==> src/rtl/simm_socket_system_io_registers_macros.svh <==
// ----------------------------------------------------------------------------
// SIMM socket and system I/O registers: assertion macros
// Shared property forms for the checks at the end of the top level.
// ----------------------------------------------------------------------------
`ifndef SIMM_SOCKET_SYSTEM_IO_REGISTERS_MACROS_SVH
`define SIMM_SOCKET_SYSTEM_IO_REGISTERS_MACROS_SVH

// same-cycle implication, checked on every rising edge out of reset
`define SSIOR_ASSERT_NOW(label, ante, cons) \
	label: assert property (@(posedge clk) disable iff (!arst_n) (ante) |-> (cons)) \
		else $error("ssior check failed");

// next-cycle implication
`define SSIOR_ASSERT_NEXT(label, ante, cons) \
	label: assert property (@(posedge clk) disable iff (!arst_n) (ante) |=> (cons)) \
		else $error("ssior check failed");

`endif

==> src/rtl/ssior_pkg.sv <==
// ----------------------------------------------------------------------------
// SIMM socket and system I/O registers: package
// Port codes, result and SIMM map types, and the socket fill decode.
// ----------------------------------------------------------------------------
package ssior_pkg;

	localparam int TABLE_SLOTS = 8;
	localparam int SLOT_W      = $clog2(TABLE_SLOTS);
	localparam int SOCKETS     = 6;
	localparam int PAIRS       = SOCKETS / 2;

	localparam logic OP_READ  = 1'b0;
	localparam logic OP_WRITE = 1'b1;

	localparam logic [15:0] PORT_ENDIAN   = 16'h0092;
	localparam logic [15:0] PORT_SIMM_BIG = 16'h0803;
	localparam logic [15:0] PORT_PRESENCE = 16'h0804;
	localparam logic [15:0] PORT_STATUS_C = 16'h080C;
	localparam logic [15:0] PORT_CONTROL  = 16'h081C;
	localparam logic [15:0] PORT_END_TBL  = 16'h0820;
	localparam logic [15:0] PORT_STATUS_A = 16'h0841;
	localparam logic [15:0] PORT_MAP_MODE = 16'h0850;
	localparam logic [15:0] PORT_STATUS_D = 16'h0852;

	localparam logic [7:0] VAL_STATUS_A = 8'h01;
	localparam logic [7:0] VAL_STATUS_C = 8'hC0;
	localparam logic [7:0] VAL_STATUS_D = 8'hFC;
	localparam logic [7:0] VAL_UNMAPPED = 8'hFF;

	localparam logic [11:0] MEM_RESET_MB = 12'd64;
	localparam logic [11:0] BIG_PAIR_MB  = 12'd64;
	localparam logic [11:0] SMALL_PAIR_MB = 12'd16;

	typedef struct packed {
		logic [SOCKETS-1:0] present;
		logic [SOCKETS-1:0] big;
	} simm_t;

	typedef struct packed {
		logic [7:0]        read_data;
		logic              map_event;
		logic [4:0]        map_start;
		logic signed [5:0] map_size;
		logic              little_endian_mode;
		logic              io_map_mode;
		logic [7:0]        system_control;
	} result_t;

	function automatic simm_t simm_decode(input logic [11:0] mb);
		logic [11:0] left;
		logic        stop;
		simm_t       r;
		left = mb;
		stop = 1'b0;
		r    = '0;
		for (int p = 0; p < PAIRS; p++) begin
			if (!stop && left >= BIG_PAIR_MB) begin
				r.present[2*p +: 2] = 2'b11;
				r.big[2*p +: 2]     = 2'b11;
				left = left - BIG_PAIR_MB;
			end else if (!stop && left >= SMALL_PAIR_MB) begin
				r.present[2*p +: 2] = 2'b11;
				left = left - SMALL_PAIR_MB;
			end else begin
				stop = 1'b1;
			end
		end
		return r;
	endfunction

endpackage

==> src/rtl/simm_socket_system_io_registers.sv <==
// Path: an input transfer is held in the input register, then in the result register,
//   and is offered from there; it waits in that register while m_tready is low.
// Throughput: one access per cycle if m_tready is high; the decode is one pass.
// Reset (arst_n low): mode bits, control byte, table index and the eight-entry end
//   table clear at once, I/O map bit sets, memory size returns to 64 MB.
// ----------------------------------------------------------------------------
// SIMM socket and system I/O registers: top level
// Stream handshake, input and result registers around the access decode.
// ----------------------------------------------------------------------------
`include "simm_socket_system_io_registers_macros.svh"

module simm_socket_system_io_registers (
	input  logic        clk,
	input  logic        arst_n,
	input  logic        s_tvalid,
	output logic        s_tready,
	input  logic [23:0] s_tdata,   // port[15:0], write_data[23:16]
	input  logic [0:0]  s_tuser,   // opcode[0]
	output logic        m_tvalid,
	input  logic        m_tready,
	output logic [31:0] m_tdata,   // read_data[7:0], map_start[12:8], map_size[18:13],
	                               // little_endian_mode[19], io_map_mode[20],
	                               // system_control[28:21], zero[31:29]
	output logic [0:0]  m_tuser,   // map_event[0]
	input  logic        psel,
	input  logic        penable,
	input  logic        pwrite,
	input  logic [2:0]  paddr,
	input  logic [31:0] pwdata,
	output logic [31:0] prdata,
	output logic        pready
);

	logic                valid_s1;
	logic                opcode_s1;
	logic [15:0]         port_s1;
	logic [7:0]          wdata_s1;
	logic                valid_s2;
	ssior_pkg::result_t  result_s2;
	ssior_pkg::result_t  result_d;
	ssior_pkg::simm_t    simm;
	logic                advance;
	logic                in_xfer;

	assign advance  = valid_s1 && (!valid_s2 || m_tready);
	assign s_tready = !valid_s1 || advance;
	assign in_xfer  = s_tvalid && s_tready;

	ssior_apb_regs u_regs (
		.clk     (clk),
		.arst_n  (arst_n),
		.psel    (psel),
		.penable (penable),
		.pwrite  (pwrite),
		.paddr   (paddr),
		.pwdata  (pwdata),
		.prdata  (prdata),
		.pready  (pready),
		.simm    (simm)
	);

	ssior_core u_core (
		.clk        (clk),
		.arst_n     (arst_n),
		.en         (advance),
		.opcode     (opcode_s1),
		.port       (port_s1),
		.write_data (wdata_s1),
		.simm       (simm),
		.result     (result_d)
	);

	always_ff @(posedge clk or negedge arst_n) begin
		if (!arst_n) begin
			valid_s1 <= 1'b0;
			valid_s2 <= 1'b0;
		end else begin
			if (in_xfer) begin
				valid_s1 <= 1'b1;
			end else if (advance) begin
				valid_s1 <= 1'b0;
			end
			if (advance) begin
				valid_s2 <= 1'b1;
			end else if (m_tready) begin
				valid_s2 <= 1'b0;
			end
		end
	end

	always_ff @(posedge clk) begin
		if (in_xfer) begin
			opcode_s1 <= s_tuser[0];
			port_s1   <= s_tdata[15:0];
			wdata_s1  <= s_tdata[23:16];
		end
		if (advance) begin
			result_s2 <= result_d;
		end
	end

	assign m_tvalid = valid_s2;
	assign m_tuser  = result_s2.map_event;
	assign m_tdata  = {3'd0, result_s2.system_control, result_s2.io_map_mode,
		result_s2.little_endian_mode, result_s2.map_size, result_s2.map_start,
		result_s2.read_data};

	`SSIOR_ASSERT_NEXT(a_advance_fills_out, advance, m_tvalid)
	`SSIOR_ASSERT_NOW(a_empty_takes_input, !valid_s1, s_tready)
	`SSIOR_ASSERT_NOW(a_event_on_write_only, m_tvalid && m_tuser[0], m_tdata[7:0] == 8'd0)
	`SSIOR_ASSERT_NOW(a_no_event_zero_map, m_tvalid && !m_tuser[0], m_tdata[18:8] == 11'd0)

endmodule

==> src/rtl/ssior_apb_regs.sv <==
// ----------------------------------------------------------------------------
// SIMM socket and system I/O registers: configuration port
// Holds the installed memory size and decodes it into the socket map.
// ----------------------------------------------------------------------------
module ssior_apb_regs (
	input  logic                   clk,
	input  logic                   arst_n,
	input  logic                   psel,
	input  logic                   penable,
	input  logic                   pwrite,
	input  logic [2:0]             paddr,
	input  logic [31:0]            pwdata,
	output logic [31:0]            prdata,
	output logic                   pready,
	output ssior_pkg::simm_t       simm
);

	logic [11:0] memory_mb_q;
	logic        wr_en;

	assign pready = 1'b1;
	assign wr_en  = psel && penable && pwrite && pready && !paddr[2];

	always_ff @(posedge clk or negedge arst_n) begin
		if (!arst_n) begin
			memory_mb_q <= ssior_pkg::MEM_RESET_MB;
		end else if (wr_en) begin
			memory_mb_q <= pwdata[11:0];
		end
	end

	assign prdata = paddr[2] ? 32'd0 : {20'd0, memory_mb_q};
	assign simm   = ssior_pkg::simm_decode(memory_mb_q);

endmodule

==> src/rtl/ssior_core.sv <==
// ----------------------------------------------------------------------------
// SIMM socket and system I/O registers: access decode
// Mode registers, end address table and read/write decode for one transfer.
// ----------------------------------------------------------------------------
module ssior_core (
	input  logic                   clk,
	input  logic                   arst_n,
	input  logic                   en,
	input  logic                   opcode,
	input  logic [15:0]            port,
	input  logic [7:0]             write_data,
	input  ssior_pkg::simm_t       simm,
	output ssior_pkg::result_t     result
);

	logic                          endian_q;
	logic [7:0]                    control_q;
	logic                          map_flag_q;
	logic [ssior_pkg::SLOT_W-1:0]  rd_ptr_q;
	logic [4:0]                    end_tbl_q [ssior_pkg::TABLE_SLOTS];

	logic                          is_wr;
	logic [ssior_pkg::SLOT_W-1:0]  sock;
	logic [ssior_pkg::SLOT_W-1:0]  prev_sock;
	logic [4:0]                    end_addr;
	logic [ssior_pkg::SLOT_W-1:0]  tbl_addr;
	logic [4:0]                    tbl_data;
	logic [4:0]                    start;
	logic                          event_ok;

	logic                          endian_d;
	logic [7:0]                    control_d;
	logic                          map_flag_d;
	logic [ssior_pkg::SLOT_W-1:0]  rd_ptr_d;
	logic [7:0]                    rd_data;

	assign is_wr     = (opcode == ssior_pkg::OP_WRITE);
	assign sock      = write_data[7:5];
	assign prev_sock = sock - 3'd1;
	assign end_addr  = write_data[4:0];
	assign tbl_addr  = is_wr ? prev_sock : rd_ptr_q;
	assign tbl_data  = end_tbl_q[tbl_addr];
	assign start     = (sock == 3'd1) ? 5'd0 : tbl_data;
	assign event_ok  = is_wr && (port == ssior_pkg::PORT_END_TBL) && (sock != 3'd0)
		&& (sock != 3'd7) && simm.present[prev_sock];

	always_comb begin
		endian_d   = endian_q;
		control_d  = control_q;
		map_flag_d = map_flag_q;
		rd_ptr_d   = rd_ptr_q;
		rd_data    = 8'd0;
		if (is_wr) begin
			case (port)
				ssior_pkg::PORT_ENDIAN:   endian_d   = write_data[1];
				ssior_pkg::PORT_CONTROL:  control_d  = write_data;
				ssior_pkg::PORT_MAP_MODE: map_flag_d = write_data[0];
				default: ;
			endcase
		end else begin
			case (port)
				ssior_pkg::PORT_SIMM_BIG: rd_data = {2'b00, simm.big};
				ssior_pkg::PORT_PRESENCE: begin
					rd_data  = {2'b11, ~simm.present};
					rd_ptr_d = '0;
				end
				ssior_pkg::PORT_END_TBL: begin
					rd_data  = {3'd0, tbl_data};
					rd_ptr_d = rd_ptr_q + 3'd1;
				end
				ssior_pkg::PORT_STATUS_A: rd_data = ssior_pkg::VAL_STATUS_A;
				ssior_pkg::PORT_STATUS_C: rd_data = ssior_pkg::VAL_STATUS_C;
				ssior_pkg::PORT_STATUS_D: rd_data = ssior_pkg::VAL_STATUS_D;
				ssior_pkg::PORT_MAP_MODE: rd_data = {7'd0, map_flag_q};
				ssior_pkg::PORT_CONTROL:  rd_data = control_q;
				default:                  rd_data = ssior_pkg::VAL_UNMAPPED;
			endcase
		end
	end

	always_ff @(posedge clk or negedge arst_n) begin
		if (!arst_n) begin
			endian_q   <= 1'b0;
			control_q  <= 8'd0;
			map_flag_q <= 1'b1;
			rd_ptr_q   <= '0;
			for (int i = 0; i < ssior_pkg::TABLE_SLOTS; i++) begin
				end_tbl_q[i] <= 5'd0;
			end
		end else if (en) begin
			endian_q   <= endian_d;
			control_q  <= control_d;
			map_flag_q <= map_flag_d;
			rd_ptr_q   <= rd_ptr_d;
			if (is_wr && port == ssior_pkg::PORT_END_TBL) begin
				end_tbl_q[sock] <= end_addr;
			end
		end
	end

	always_comb begin
		result.read_data          = rd_data;
		result.map_event          = event_ok;
		result.map_start          = event_ok ? start : 5'd0;
		result.map_size           = event_ok ? ($signed({1'b0, end_addr}) - $signed({1'b0, start}))
			: 6'sd0;
		result.little_endian_mode = endian_d;
		result.io_map_mode        = map_flag_d;
		result.system_control     = control_d;
	end

endmodule
==> config.mk <==
export PLATFORM = sky130hd
export DESIGN_NAME = simm_socket_system_io_registers
export DESIGN_NICKNAME = d
export VERILOG_FILES = /design/src/rtl/ssior_pkg.sv /design/src/rtl/simm_socket_system_io_registers.sv /design/src/rtl/ssior_apb_regs.sv /design/src/rtl/ssior_core.sv
export VERILOG_INCLUDE_DIRS = /design/src /design/src/rtl
export SDC_FILE = /design/constraint.sdc
export NUM_CORES = 1
export LEC_CHECK = 0
export ABC_CLOCK_PERIOD_IN_PS = 5400
export CAP_MARGIN = 20
export CORE_MARGIN = 3
export CORE_UTILIZATION = 50
export DETAILED_ROUTE_END_ITERATION = 10
export DONT_BUFFER_PORTS = 1
export GPL_TIMING_DRIVEN = 0
export PLACE_DENSITY = 0.62
export SLEW_MARGIN = 10
export SYNTH_ARGS = -nofsm -noshare
export SYNTH_HDL_FRONTEND = slang
export SYNTH_SLANG_ARGS = --single-unit
==> constraint.sdc <==
create_clock -name clk -period 5.4 [get_ports clk]
set_input_delay 1.08 -clock clk [delete_from_list [all_inputs] [get_ports clk]]
set_output_delay 1.08 -clock clk [all_outputs]
set_load 0.01 [all_outputs]
==> results of run 1 <==
==> per-layer routing <==
layer	routed length, um	global-route usage (%)	up-vias
li1	-	-	1992
met2	6370	31.9	135
met3	793	5.24	17
met4	162	6.74	0
met1	5980	26.3	2039
met5	0	0	-
==> power groups by stage <==
| stage | clock [mW] | combinational [mW] | sequential, mW |
|---|---|---|---|
| after floorplan | 0 | 0.244 | 1.08 |
| after global placement | 0 | 0.295 | 1.10 |
| after detailed placement | 0 | 0.307 | 1.10 |
| after CTS | 1.17 | 0.309 | 1.09 |
| after global routing | 1.20 | 0.353 | 1.09 |
| final | 1.15 | 0.312 | 1.09 |
==> path summary, 6_finish.rpt <==
path	slack, ns	end	startpoint
max reg2reg	0.48	m_tdata[16]	u_regs.memory_mb_q[0]
min reg2reg	0.48	u_core.endian_q	u_core.endian_q
max	0.48	m_tdata[16]	u_regs.memory_mb_q[0]
min in group clk	0.48	u_core.endian_q	u_core.endian_q
max in group asynchronous	4.84	u_regs.memory_mb_q[6]	arst_n
min	0.37	u_core.end_tbl_q[17]	arst_n
==> through the flow <==
| stage | power, mW | std cells | utilization (%) | hold WS (ns) |
|---|---|---|---|---|
| 3_5_place_dp | 1.41 | 723 | 54.4 | 0.466 |
| 2_1_floorplan | 1.33 | 552 | - | 0.442 |
| 4_1_cts | 2.57 | 755 | 59.4 | 0.350 |
| 3_3_place_gp | 1.40 | 720 | 54.0 | 0.457 |
| 6_report | 2.54 | 756 | 59.5 | 0.368 |
| 5_1_grt | 2.65 | 756 | 59.5 | 0.347 |
==> critical path: cells and delay by family (launching register included) <==
| family | cells | cell delay, ns |
|---|---|---|
| flip-flops | 1 | 0.40 |
| AO/OA/AOI/OAI | 6 | 1.74 |
| adder cells (fa/ha/maj) | 1 | 0.20 |
| AND/OR/NAND/NOR | 4 | 1.10 |
| XOR/XNOR | 1 | 0.28 |
| multiplexers | 1 | 0.39 |
| buffers and inverters | 3 | 0.55 |
==> cells in the mapped netlist (all sizes together), types with 4 or more instances <==
master / n
and3: 5
inv: 18
dfrtp: 65
mux2: 56
buf: 27
nor3: 15
xnor2: 5
clkbuf: 9
nor2b: 12
nand2: 49
o21ai: 23
nor2: 40
a21oi: 17
nand4: 6
ha: 19
a211oi: 5
nand3: 8
and2: 4
nand2b: 8
mux4: 10
edfxtp: 55
or2: 5
mux2i: 8
nor4: 9
==> final cells by class <==
| class | count | share of cell area, % |
|---|---|---|
| Sequential cell | 122 | 46.0 |
| Multi-Input combinational cell | 375 | 37.8 |
| Clock buffer | 21 | 6.36 |
| Buffer | 36 | 3.16 |
| Tap cell | 168 | 2.90 |
| Clock inverter | 11 | 1.99 |
| Inverter | 19 | 0.985 |
| Timing Repair Buffer | 4 | 0.795 |
==> state kept, by name, summed over array words and instances (netlist names), 3 cells and up <==
signal and count:
u_core.control_q 8, u_core.rd_ptr_q 3, u_regs.memory_mb_q 12, u_core.end_tbl_q 40
port_s1 16, m_tdata 29, wdata_s1 8
==> cell families (layout without fill, tap and decap cells) <==
logic type               count (synthesis)  count (layout)  synth area share, %
adder cells (fa/ha/maj)                 20              20                 4.11
flip-flops                             122             122                 53.0
AO/OA/AOI/OAI                           75              75                 7.97
other                                    2              24                0.120
multiplexers                            74              74                 14.9
XOR/XNOR                                 8               8                 1.12
buffers and inverters                   55              91                 4.76
AND/OR/NAND/NOR                        174             174                 14.0
==> cell usage in the layout, fill, tap and decap left out, drive strengths merged, types with 4 or more instances in the layout <==
cell and n:
edfxtp 55, xnor2 5, a211oi 5, mux2 56, conb 24, nor2b 12, inv 19, o21ai 23
clkbuf 30, or2 5, and2 4, clkinv 5, ha 19, nor3 15, buf 31, a21oi 17
mux2i 8, and3 5, nand3 8, nand2 49, nand2b 8, nand4 6, mux4 10, dfrtp 65
nor2 40, nor4 9
==> flow_metrics.tcl, run 1 <==
set metrics [dict create \
    status "finished clean" \
    critPathLaunchType "register" \
    drv_cap 0 \
    yosysTopAreaCell "edfxtp_1" \
    synth_edf_count 55 \
    cts_buffer_depth 2 \
    cp.required_ns 5.55 \
    skew_ns 0.00549 \
    sw_frac_of_total_pct 25.3 \
    insertedDiodeCount 0 \
    place_congestion 0.822 \
    syn-cell-area_mm2 0.00628 \
    grt_max_degree 68 \
    p_leak_nw 3.07 \
    vias_per_cell 5.53 \
    drtAntennaViolNets 0 \
    irDropWorstVdd_uv 220 \
    setup_viol 0 \
    portBuffers 0 \
    grt_pass1_wl_mm 21.9 \
    cts_buffers 17 \
    first_global_vias 4203 \
    ys_ff_latch 122 \
    worst_slack_ns 0.478 \
    remaining_drc_errors 0 \
    dp_worst_setup_slack_ns 0.538 \
    tritoncts "done" \
    cts_sinks 122 \
    rows 40 \
    clock_latency_ns 0.41 \
    layout-drive-gt1-share_pct 23.8 \
    multi_input_area_mm2 0.00274 \
    fmax_mhz 203 \
    power_frac_comb_pct 12.3 \
    slowest_stage "or4_1" \
    place_area_mm2 0.00662 \
    intPower_mw 1.90 \
    syn_avg_cell_area_um2 11.8 \
    nNetsFinal 662 \
    seq_area_frac_synth_pct 53.0 \
    clock_power_share_pct 45.0 \
    overflow 0 \
    drt_wl_total_mm 13.3 \
    pwr-share-seq_pct 42.7 \
    final_hold_viol_count 0 \
    die_w_um 118 \
    hp-class "in -> async" \
    async_flop_share_pct 54.9 \
    worst-path-max-fanout 10 \
    io_pins 135 \
    path_clk_slew_ns 0.06 \
    vias 4183 \
    initial_utilization_pct 51.6 \
    hold_buffers 0 \
    postCtsSetupRepairBufs 0 \
    dpl.hpwl_mm 10.0 \
    area_growth_syn_to_layout_pct 15.3 \
    end_kind "register" \
    min_period_ns 4.92 \
    slowest_delay_ns 0.57 \
    fill_cells 990 \
    p_sw_uw 642 \
    path_class "reg -> reg" \
    relSlewSlack_pct 39.5 \
    crit_arrival_ns 5.08 \
    path_cells "or4_1 > buf_2 > o211ai_1 > nand2_1 > xnor2_1 > inv_1 > ha_1 > a21boi_0 > nor3_1 > o21ai_0 > a2111oi_2 > mux2_2 > a211oi_1 > o41a_1 > buf_2 > nor2_1" \
    antenna_found_initial 0 \
    wl_per_cell_um 17.6 \
    root_buffer "clkbuf_16" \
    postLayoutCellArea_mm2 0.00724 \
    synth.top_cell.area_share_pct 26.3 \
    die_y_um 118 \
    reg2regPathDepth 16 \
    cts_resized 0 \
    synth.area.top_cells "edfxtp_1 (26%), dfrtp_1 (26%), mux2_2 (10%)" \
    grt_util_all_layers_pct 19.9 \
    timing.final.crit_share_pct 91.2 \
    seq_area_mm2 0.00333 \
    maxSlewViolCount 0 \
    core_mm2 0.0122 \
    dr.pass1.iters 4 \
    synthFlopType "dfrtp_1" \
    cp_common_cell "buf_2" \
    postSynthCellCount 530 \
    grt_setup_unrepaired "no" \
    drt_iter0_drc 358 \
    synth_cell_types 60 \
    yosys_warnings 0 \
    powerDensity_mw_per_mm2 351 \
    dieArea_mm2 0.0139 \
    htreeDepth 4 \
    fin_setup_tns_ns 0 \
    tightest_slew_ns 0.900 \
]
(Power assumes the default switching activity.)
==> run 2: changes to the inputs <==
--- a/config.mk
+++ b/config.mk
@@ -13,7 +13,7 @@
 export DETAILED_ROUTE_END_ITERATION = 10
 export DONT_BUFFER_PORTS = 1
 export GPL_TIMING_DRIVEN = 0
-export PLACE_DENSITY = 0.62
+export PLACE_DENSITY_LB_ADDON = 0.05
 export SLEW_MARGIN = 10
 export SYNTH_ARGS = -nofsm -noshare
 export SYNTH_HDL_FRONTEND = slang
==> flow_metrics.tcl, run 2 (synthesis results as in run 1) <==
set metrics [dict create \
    crit_start "u_regs.memory_mb_q[0]" \
    min_period_ns 5.00 \
    dr.max_layer_used "met4" \
    whs_ns 0.366 \
    portBuffers 0 \
    tritoncts "done" \
    io_pins 135 \
    tightest_slew_ns 0.927 \
    cts_buffers 17 \
    crit_arrival_ns 5.13 \
    powerDensity_mw_per_mm2 343 \
    place_congestion 0.852 \
    path_clk_slew_ns 0.05 \
    dr_wl_met3_um 764 \
    htreeDepth 4 \
    dp_worst_setup_slack_ns 0.527 \
    fmax_mhz 200 \
    hp-class "in -> async" \
    r2r_start "u_regs.memory_mb_q[0]" \
    reg2regPathDepth 16 \
    maxSlewViolCount 0 \
    antenna_found_initial 0 \
    dpl.hpwl_mm 10.2 \
    fin_setup_tns_ns 0 \
    largest_reg_flops 40 \
    die_w_um 118 \
    met2_length_mm 6.26 \
    cp.required_ns 5.53 \
    overflow 0 \
    wl_per_cell_um 17.9 \
    drt_iter0_drc 309 \
    insertedDiodeCount 0 \
    remaining_drc_errors 0 \
    drtAntennaViolNets 0 \
    final_cell_mix "dfrtp_1 (65), mux2_2 (56), edfxtp_1 (55)" \
    drt-met1-wl_mm 6.31 \
    root_buffer "clkbuf_16" \
    regToRegEndpoint "m_tdata[12]" \
    clock_latency_ns 0.41 \
    core_mm2 0.0122 \
    vias 4231 \
    grt_max_degree 68 \
    dieArea_mm2 0.0139 \
    setup_viol 0 \
    cts_buffer_depth 2 \
    cts_sinks 122 \
    hold_buffers 0 \
    die_y_um 118 \
    nNetsFinal 662 \
    final_hold_viol_count 0 \
    status "finished clean" \
    grt_setup_unrepaired "no" \
    cts_resized 0 \
    drt_wl_total_mm 13.5 \
    path_class "reg -> reg" \
    timing.final.crit_share_pct 92.5 \
    top_register "u_core.end_tbl_q" \
    rows 40 \
    postCtsSetupRepairBufs 0 \
    worst-path-max-fanout 10 \
    area_growth_syn_to_layout_pct 14.6 \
    grt_pass1_wl_mm 22.3 \
    skew_ns 0.0107 \
    final_common_cell "dfrtp_1" \
    dr.pass1.iters 4 \
    critPathLaunchType "register" \
    irDropWorstVdd_uv 263 \
    grt_util_all_layers_pct 20.3 \
    worst_slack_ns 0.405 \
    drv_cap 0 \
    first_global_vias 4250 \
    layout-drive-gt1-share_pct 23.3 \
    p_leak_nw 3.06 \
    r2r_slack_ns 0.40 \
    relSlewSlack_pct 37.7 \
    end_kind "register" \
    vias_per_cell 5.60 \
    initial_utilization_pct 51.6 \
]
[run 2: routing by layer]
| layer | GRT usage, % | vias up |
|---|---|---|
| met5 | 0 | - |
| met1 | 27.4 | 2079 |
| met3 | 6.15 | 16 |
| li1 | - | 1994 |
| met4 | 7.03 | 0 |
| met2 | 31.4 | 142 |
[run 2: through the flow]
stage / total power, mW / cell area (um2) / cells / util [%]
floorplan: 1.33 / 6360 / 552 / -
global placement: 1.40 / 6570 / 720 / 54.0
detailed placement: 1.41 / 6630 / 723 / 54.5
CTS: 2.49 / 7180 / 755 / 59.1
global route: 2.58 / 7200 / 756 / 59.2
finish: 2.47 / 7200 / 756 / 59.2
[run 2: how the worst max path moves through the flow]
stage,endpoint
final,m_tdata[12]
after global routing,m_tdata[12]
after CTS,m_tdata[12]
after detailed placement,m_tdata[17]
after global placement,m_tdata[16]
after floorplan,m_tdata[15]
[run 2: layout make-up]
class / count / area, um2
fillers: 984 / 4960
flip-flops and latches: 122 / 3330
multi-input cells: 375 / 2740
clock buffers: 23 / 458
plain buffers: 36 / 229
well taps: 168 / 210
clock inverters: 9 / 97.6
inverters: 19 / 71.3
repair buffers: 4 / 65.1
[run 2: worst max-delay path, cell delays in order, from the launching register on]
cell,delay (ns)
dfrtp_1,0.40
or4_1,0.57
buf_2,0.21
o211ai_1,0.46
nand2_1,0.20
xnor2_1,0.28
inv_1,0.08
ha_1,0.22
a21boi_0,0.18
nor3_1,0.24
o21ai_0,0.18
a2111oi_2,0.45
mux2_2,0.40
a211oi_1,0.23
o41a_1,0.31
buf_2,0.28
nor3_2,0.06
[run 2: power breakdown]
group          internal [mW]  switching [mW]  leakage (nW)
logic                  0.126           0.191          1.35
registers               1.03          0.0549          1.44
clock network          0.685           0.381         0.276
